File: config.mk
export PLATFORM = sky130hd
export DESIGN_NAME = key_matrix_change_detector
export DESIGN_NICKNAME = d
export VERILOG_FILES = /design/src/kmcd_pkg.sv /design/src/kmcd_scan_core.sv /design/src/kmcd_out_reg.sv /design/src/key_matrix_change_detector.sv
export SDC_FILE = /design/constraint.sdc
export NUM_CORES = 1
export LEC_CHECK = 0
export BUFFER_PORTS_ARGS = -buffer_cell sky130_fd_sc_hd__buf_2
export CAP_MARGIN = 40
export CORE_ASPECT_RATIO = 1.75
export CORE_MARGIN = 2
export CORE_UTILIZATION = 29
export CTS_CLUSTER_SIZE = 16
export DETAILED_ROUTE_END_ITERATION = 10
export SETUP_SLACK_MARGIN = 0.3
export SYNTH_ARGS = -nofsm -noshare
export SYNTH_HDL_FRONTEND = slang
export SYNTH_SLANG_ARGS = --single-unit
File: constraint.sdc
create_clock -name clk -period 4.1 [get_ports clk]
set_clock_uncertainty 0.05 [all_clocks]
set_input_delay 0.41 -clock clk [delete_from_list [all_inputs] [get_ports clk]]
set_output_delay 0.41 -clock clk [all_outputs]
set_load 0.02 [all_outputs]
File: src/kmcd_pkg.sv
// Shared types, constants and helper functions for the key matrix change detector.
package kmcd_pkg;

  localparam int ROW_BYTE_W  = 8;
  localparam int REG_W       = 4;
  localparam int CFG_IDX_W   = 2;
  localparam int COL_FIELD_W = 3;
  localparam int CODE_W      = 7;

  localparam logic [CFG_IDX_W-1:0] REG_ROW_COUNT    = 2'd0;
  localparam logic [CFG_IDX_W-1:0] REG_COLUMN_COUNT = 2'd1;

  localparam logic [REG_W-1:0] ROW_COUNT_RST    = 4'd8;
  localparam logic [REG_W-1:0] COLUMN_COUNT_RST = 4'd8;

  typedef struct packed {
    logic              key_down;
    logic [CODE_W-1:0] key_code;
  } kmcd_result_t;

  function automatic logic [2:0] top_bit(input logic [ROW_BYTE_W-1:0] v);
    logic [2:0] idx;
    idx = 3'd0;
    for (int i = 1; i < ROW_BYTE_W; i++) begin
      if (v[i]) begin
        idx = 3'(i);
      end
    end
    return idx;
  endfunction

endpackage

File: src/kmcd_scan_core.sv
// Column state store, change compare, event latch and key code encoder.
module kmcd_scan_core import kmcd_pkg::*; #(
  parameter int MAX_COLUMNS = 8,
  parameter int MAX_ROWS    = 8
) (
  input  logic                  clk,
  input  logic                  rst_n,
  input  logic                  step,
  input  logic [ROW_BYTE_W-1:0] row_bits,
  input  logic [REG_W-1:0]      row_count,
  input  logic [REG_W-1:0]      column_count,
  output logic                  emit,
  output kmcd_result_t          result
);

  localparam int COL_IDX_W = (MAX_COLUMNS > 1) ? $clog2(MAX_COLUMNS) : 1;

  logic [MAX_ROWS-1:0]  rows_r [MAX_COLUMNS];
  logic [COL_IDX_W-1:0] scan_col_r;
  logic                 pend_r;
  logic [COL_IDX_W-1:0] ev_col_r;
  logic [MAX_ROWS-1:0]  ev_changed_r;
  logic                 ev_down_r;

  logic [REG_W-1:0]     rows_used;
  logic [REG_W-1:0]     cols_used;
  logic [REG_W-1:0]     last_col;
  logic                 at_end;
  logic [MAX_ROWS-1:0]  mask;
  logic [MAX_ROWS-1:0]  key;
  logic [MAX_ROWS-1:0]  changed;
  logic                 take;
  logic                 pend_nxt;
  logic [COL_IDX_W-1:0] ev_col_nxt;
  logic [MAX_ROWS-1:0]  ev_changed_nxt;
  logic                 ev_down_nxt;

  always_comb begin
    rows_used = (row_count > REG_W'(MAX_ROWS)) ? REG_W'(MAX_ROWS) : row_count;
    if (column_count == '0) begin
      cols_used = REG_W'(1);
    end else if (column_count > REG_W'(MAX_COLUMNS)) begin
      cols_used = REG_W'(MAX_COLUMNS);
    end else begin
      cols_used = column_count;
    end
    last_col = cols_used - REG_W'(1);
    at_end   = REG_W'(scan_col_r) >= last_col;
    for (int i = 0; i < MAX_ROWS; i++) begin
      mask[i] = REG_W'(i) < rows_used;
    end
    key     = row_bits[MAX_ROWS-1:0] & mask;
    changed = rows_r[scan_col_r] ^ key;
    take    = (changed != '0) &&
              (!pend_r || (changed == ev_changed_r && ev_col_r == '0 && at_end));
    pend_nxt       = pend_r | take;
    ev_col_nxt     = take ? scan_col_r : ev_col_r;
    ev_changed_nxt = take ? changed : ev_changed_r;
    ev_down_nxt    = take ? |(key & changed) : ev_down_r;
    emit            = at_end && pend_nxt;
    result.key_down = ev_down_nxt;
    result.key_code = CODE_W'({COL_FIELD_W'(ev_col_nxt),
                               top_bit(ROW_BYTE_W'(ev_changed_nxt))}) + CODE_W'(1);
  end

  always_ff @(posedge clk) begin
    if (!rst_n) begin
      for (int i = 0; i < MAX_COLUMNS; i++) begin
        rows_r[i] <= '0;
      end
      scan_col_r   <= '0;
      pend_r       <= 1'b0;
      ev_col_r     <= '0;
      ev_changed_r <= '0;
      ev_down_r    <= 1'b0;
    end else if (step) begin
      if (changed != '0) begin
        rows_r[scan_col_r] <= key;
      end
      if (at_end) begin
        scan_col_r   <= '0;
        pend_r       <= 1'b0;
        ev_col_r     <= '0;
        ev_changed_r <= '0;
        ev_down_r    <= 1'b0;
      end else begin
        scan_col_r   <= scan_col_r + COL_IDX_W'(1);
        pend_r       <= pend_nxt;
        ev_col_r     <= ev_col_nxt;
        ev_changed_r <= ev_changed_nxt;
        ev_down_r    <= ev_down_nxt;
      end
    end
  end

  a_col_in_range: assert property (@(posedge clk) disable iff (!rst_n)
    scan_col_r <= COL_IDX_W'(MAX_COLUMNS - 1))
    else $error("scan column beyond the last stored column");

  a_end_clears: assert property (@(posedge clk) disable iff (!rst_n)
    step && at_end |=> scan_col_r == '0 && !pend_r)
    else $error("scan end did not clear the event and the column counter");

  a_pend_has_change: assert property (@(posedge clk) disable iff (!rst_n)
    pend_r |-> ev_changed_r != '0)
    else $error("pending event without changed bits");

  a_emit_at_end: assert property (@(posedge clk) disable iff (!rst_n)
    step && emit |-> at_end && (pend_r || changed != '0))
    else $error("result emitted away from the scan end or without an event");

endmodule

File: src/kmcd_out_reg.sv
// Result register that holds one word until the downstream side takes it.
module kmcd_out_reg import kmcd_pkg::*; (
  input  logic         clk,
  input  logic         rst_n,
  input  logic         load,
  input  kmcd_result_t load_data,
  output logic         free,
  input  logic         out_tready,
  output logic         out_valid,
  output kmcd_result_t out_data
);

  logic         valid_r;
  kmcd_result_t data_r;

  assign free      = !valid_r || out_tready;
  assign out_valid = valid_r;
  assign out_data  = data_r;

  always_ff @(posedge clk) begin
    if (!rst_n) begin
      valid_r <= 1'b0;
    end else if (load) begin
      valid_r <= 1'b1;
    end else if (out_tready) begin
      valid_r <= 1'b0;
    end
  end

  always_ff @(posedge clk) begin
    if (load) begin
      data_r <= load_data;
    end
  end

endmodule

File: src/key_matrix_change_detector.sv
// Key matrix change detector: one row word per scanned column in, at most one
// key event per scan out. A column word is taken every clock cycle while the
// result side keeps up; the word is held in the input register, is
// compared with the stored column state in a single pass, and any key event
// is loaded into the output register when the word of the last column
// steps on from the input register. Only a pending result that is not
// taken stalls the input. The column state is cleared by reset, so no start-up
// pass is needed, and configuration writes are taken in any cycle.
module key_matrix_change_detector import kmcd_pkg::*; #(
  parameter int MAX_COLUMNS = 8,
  parameter int MAX_ROWS    = 8
) (
  input  logic                 clk,
  input  logic                 rst_n,
  input  logic                 in_tvalid,
  output logic                 in_tready,
  input  logic [7:0]           in_tdata,    // [7:0] row_bits
  output logic                 out_tvalid,
  input  logic                 out_tready,
  output logic [7:0]           out_tdata,   // [0] key_down, [7:1] key_code
  input  logic                 cfg_valid,
  output logic                 cfg_ready,
  input  logic [CFG_IDX_W-1:0] cfg_index,
  input  logic [REG_W-1:0]     cfg_data
);

  logic [REG_W-1:0]      row_count_r;
  logic [REG_W-1:0]      column_count_r;
  logic                  s1_valid_r;
  logic [ROW_BYTE_W-1:0] s1_row_r;
  logic                  step;
  logic                  emit;
  logic                  out_free;
  kmcd_result_t          result;
  kmcd_result_t          out_word;

  assign cfg_ready = 1'b1;

  always_ff @(posedge clk) begin
    if (!rst_n) begin
      row_count_r    <= ROW_COUNT_RST;
      column_count_r <= COLUMN_COUNT_RST;
    end else if (cfg_valid) begin
      case (cfg_index)
        REG_ROW_COUNT:    row_count_r    <= cfg_data;
        REG_COLUMN_COUNT: column_count_r <= cfg_data;
        default: ;
      endcase
    end
  end

  assign step      = s1_valid_r && (!emit || out_free);
  assign in_tready = !s1_valid_r || step;

  always_ff @(posedge clk) begin
    if (!rst_n) begin
      s1_valid_r <= 1'b0;
    end else if (in_tready) begin
      s1_valid_r <= in_tvalid;
    end
  end

  always_ff @(posedge clk) begin
    if (in_tready && in_tvalid) begin
      s1_row_r <= in_tdata;
    end
  end

  kmcd_scan_core #(
    .MAX_COLUMNS(MAX_COLUMNS),
    .MAX_ROWS   (MAX_ROWS)
  ) u_core (
    .clk         (clk),
    .rst_n       (rst_n),
    .step        (step),
    .row_bits    (s1_row_r),
    .row_count   (row_count_r),
    .column_count(column_count_r),
    .emit        (emit),
    .result      (result)
  );

  kmcd_out_reg u_out (
    .clk       (clk),
    .rst_n     (rst_n),
    .load      (step && emit),
    .load_data (result),
    .free      (out_free),
    .out_tready(out_tready),
    .out_valid (out_tvalid),
    .out_data  (out_word)
  );

  assign out_tdata = {out_word.key_code, out_word.key_down};

endmodule
==> run_results.csv <==
group,metric,value,unit
pwr,ir_worst_vdd,0.2277,mV
routing,vias_per_cell,4.778,
routing,vias,3416,
critical_path,path_buf_inv,2,
logic_synthesis,synth_common_cells,"nor2_1, edfxtp_1, nand2_1, dfxtp_1",
pwr,powerDensity,405.7,mW/mm^2
grt,grt_use_total,13.06,%
critical_path,cp_cell_sequence,"buf_12 -> buf_8 -> mux4_2 -> mux2i_2 -> ha_1 -> xor2_1 -> nand4_1 -> o41ai_4 -> nand2_1 -> a311oi_2 -> a21oi_2 -> ha_4 -> o21a_1 -> a21oi_1 -> o211ai_1",
logic_synthesis,ys_types,53,
routing,wirelength,12.08,mm
timing,clock.fmax,259.2,MHz
clock_tree,clk-insertion-delay-late,0.34,ns
critical_path,path_class,"reg -> reg",
timing,min_period,3.858,ns
clock_tree,cts_buffers,9,
logic_synthesis,ys_seq_area_share,58.42,%
logic_synthesis,ys_top_cells_by_area,"edfxtp_1, dfxtp_1, mux4_2, nor2_1, ha_1",
final_layout,n_fill_cell,1715,
critical_path,start_kind,"register",
logic_synthesis,ys_ff_latch,109,
run,drv_cap,0,
grt,grt_max_degree,30,
floorplanning,die_x,104.3,um
critical_path,end_kind,"register",
grt,antenna_found_initial,0,
final_layout,final_cells,715,
logic_synthesis,syn_area_per_cell,12.04,sq um
timing,finalSetupViolations,0,
routing,wire_per_inst,16.89,um
timing,tightestPinTransition,0.7938,ns
final_layout,n_antenna_cell,0,
clock_tree,path_clk_slew,0.07,ns
floorplanning,start_util,29.39,%
timing,rsz0062_at_grt,"yes",
clock_tree,hold_buffers,0,
clock_tree,cts_tree,"yes",
timing,slew_viol_final,0,
hold_path,hp-class,"in -> reg",
critical_path,critPathMaxFanout,4,
grt,grt_pass1_vias,3489,
logic_synthesis,synth_warnings,0,
routing,drc_errors,0,
critical_path,slowest_stage,"mux4_2",
final_layout,final_nets,512,
timing,finalHoldViolCount,0,
floorplanning,ios,30,
logic_synthesis,async_flop_share,0,%
pwr,power_leakage,2.332,nW
logic_synthesis,synth_edf_count,80,
final_layout,seq_area,0.002984,sq mm
clock_tree,cts_root_buffer,"clkbuf_16",
logic_synthesis,netlist_instances,424,
run_status,status,"completed",
placed_design,port_buffers,28,
final_layout,synthToLayoutAreaGrowth,19.21,%
final_layout,drive_gt1_share,22.93,%
routing,final_antenna_net_count,0,
critical_path,crit_required,4.14,ns
grt,grt_pass1_wl,18.77,mm
floorplanning,die_h,179.5,um
floorplanning,dieArea,0.01873,sq mm
logic_synthesis,yosysTopAreaCell,"edfxtp_1",
clock_tree,h-tree-depth,3,
logic_synthesis,yosysMostFrequentCell,"nor2_1",
routing,firstDrtPassIters,4,
placed_design,dp_hpwl,9.191,mm
logic_synthesis,ys.flop_type,"edfxtp_1",
logic_synthesis,synth_nets,457,
clock_tree,clock_sinks,109,
placed_design,gp_congestion,0.9227,
critical_path,max_stage_delay,0.51,ns
floorplanning,rows,64,
floorplanning,coreArea,0.01738,sq mm
clock_tree,cts.path.max_buffers,2,
timing,tns,0,ns
logic_synthesis,netlist_area,0.005106,sq mm
routing,drt_iter0_markers,215,
timing,min_period_over_period,94.09,%
placed_design,dp_cells,688,
final_layout,multi_input_area,0.002024,sq mm
critical_path,crit_family,"compound AO/OA/AOI/OAI gates",
timing,relSlewSlack,46.97,%
critical_path,cp_data_arrival_time,3.90,ns
grt,grt-ovfl-total,0,
logic_synthesis,synth.top_cell.area_share,47.05,%
-- logic make-up (layout without fill, tap and decap cells) --
| logic type | count (synthesis) | count (layout) | share of synthesized area, % |
|---|---|---|---|
| fa+ha+maj | 14 | 14 | 3.431 |
| flops | 109 | 109 | 58.42 |
| buf+inv | 32 | 92 | 2.769 |
| other cells | 1 | 1 | 0.07344 |
| mux | 33 | 33 | 10.41 |
| compound gates | 49 | 49 | 7.400 |
| xor+xnor | 13 | 13 | 2.230 |
| simple gates | 173 | 173 | 15.27 |
-- report_power, final --
part / internal, W / leakage (nW) / switching, W / total [W]
combinational: 0.000147 / 1.14 / 0.000177 / 0.000325
clock: 0.000506 / 0.149 / 0.000381 / 0.000887
sequential: 0.00123 / 1.05 / 0.0000304 / 0.00126
-- state kept, by name, summed over array words and instances (netlist names), named ones only --
signal and cells:
u_core.ev_changed_r 8, u_core.rows_r 64, column_count_r 4, u_core.ev_col_r 3, s1_valid_r 1, row_count_r 4, u_core.scan_col_r 3, u_out.out_data 8
u_core.ev_down_r 1, u_core.pend_r 1, s1_row_r 8, u_out.out_valid 1
-- layout make-up --
type	count	share of cell area, %
Tap cell	231	4.748
Clock buffer	12	4.214
Clock inverter	4	0.7811
Inverter	12	0.7400
Timing Repair Buffer	64	7.235
Multi-Input combinational cell	283	33.26
Sequential cell	109	49.02
-- final timing paths --
kind,from,end,slack (ns),cells past startpoint
setup / recovery,register,u_out.out_data[4],0.24,15
hold / removal,in_tdata[0],s1_row_r[0],0.19,1
setup reg to reg,register,u_out.out_data[4],0.24,15
hold reg to reg,u_core.ev_changed_r[0],u_core.ev_changed_r[0],0.44,1
-- per-stage QoR --
step	worst slack (ns)	utilization [%]	hold slack (ns)	area [sq um]	power, W
floorplan	0.3436	-	0.3884	5122	0.001475
CTS	0.3093	34.49	0.1764	5993	0.002457
global placement	0.3058	32.41	0.4062	5632	0.001564
detailed placement	0.2225	32.44	0.4248	5637	0.001570
global route	0.1359	35.03	0.1775	6087	0.002555
finish	0.2424	35.03	0.1877	6087	0.002469
-- layer usage --
metal | track usage (%) | vias up | part of all wire [%] | wire, um
met5 | 0 | - | 0 | 0
met4 | 6.757 | 0 | 3.5 | 428
met3 | 2.175 | 25 | 2.2 | 261
met2 | 26.04 | 62 | 59 | 7069
met1 | 12.34 | 1688 | 36 | 4320
li1 | - | 1641 | - | -
-- repair_timing --
item / 4_1_cts / 5_1_grt
gates cloned: 0 / 0
setup endpoints to repair: 3 / 17
pin swaps: 2 / 11
resized for setup: 1 / 12
setup buffers: 5 / 6
-- cells in the final DEF, fill, tap and decap left out, drive strengths merged, types with 10 or more instances in the layout --
| cell | instances |
|---|---|
| o21ai | 10 |
| dfxtp | 29 |
| ha | 14 |
| nor2b | 10 |
| clkbuf | 12 |
| mux2i | 16 |
| buf | 64 |
| mux4 | 16 |
| nand2 | 42 |
| inv | 12 |
| edfxtp | 80 |
| nor2 | 82 |
Power figures use the tool's default switching activity.
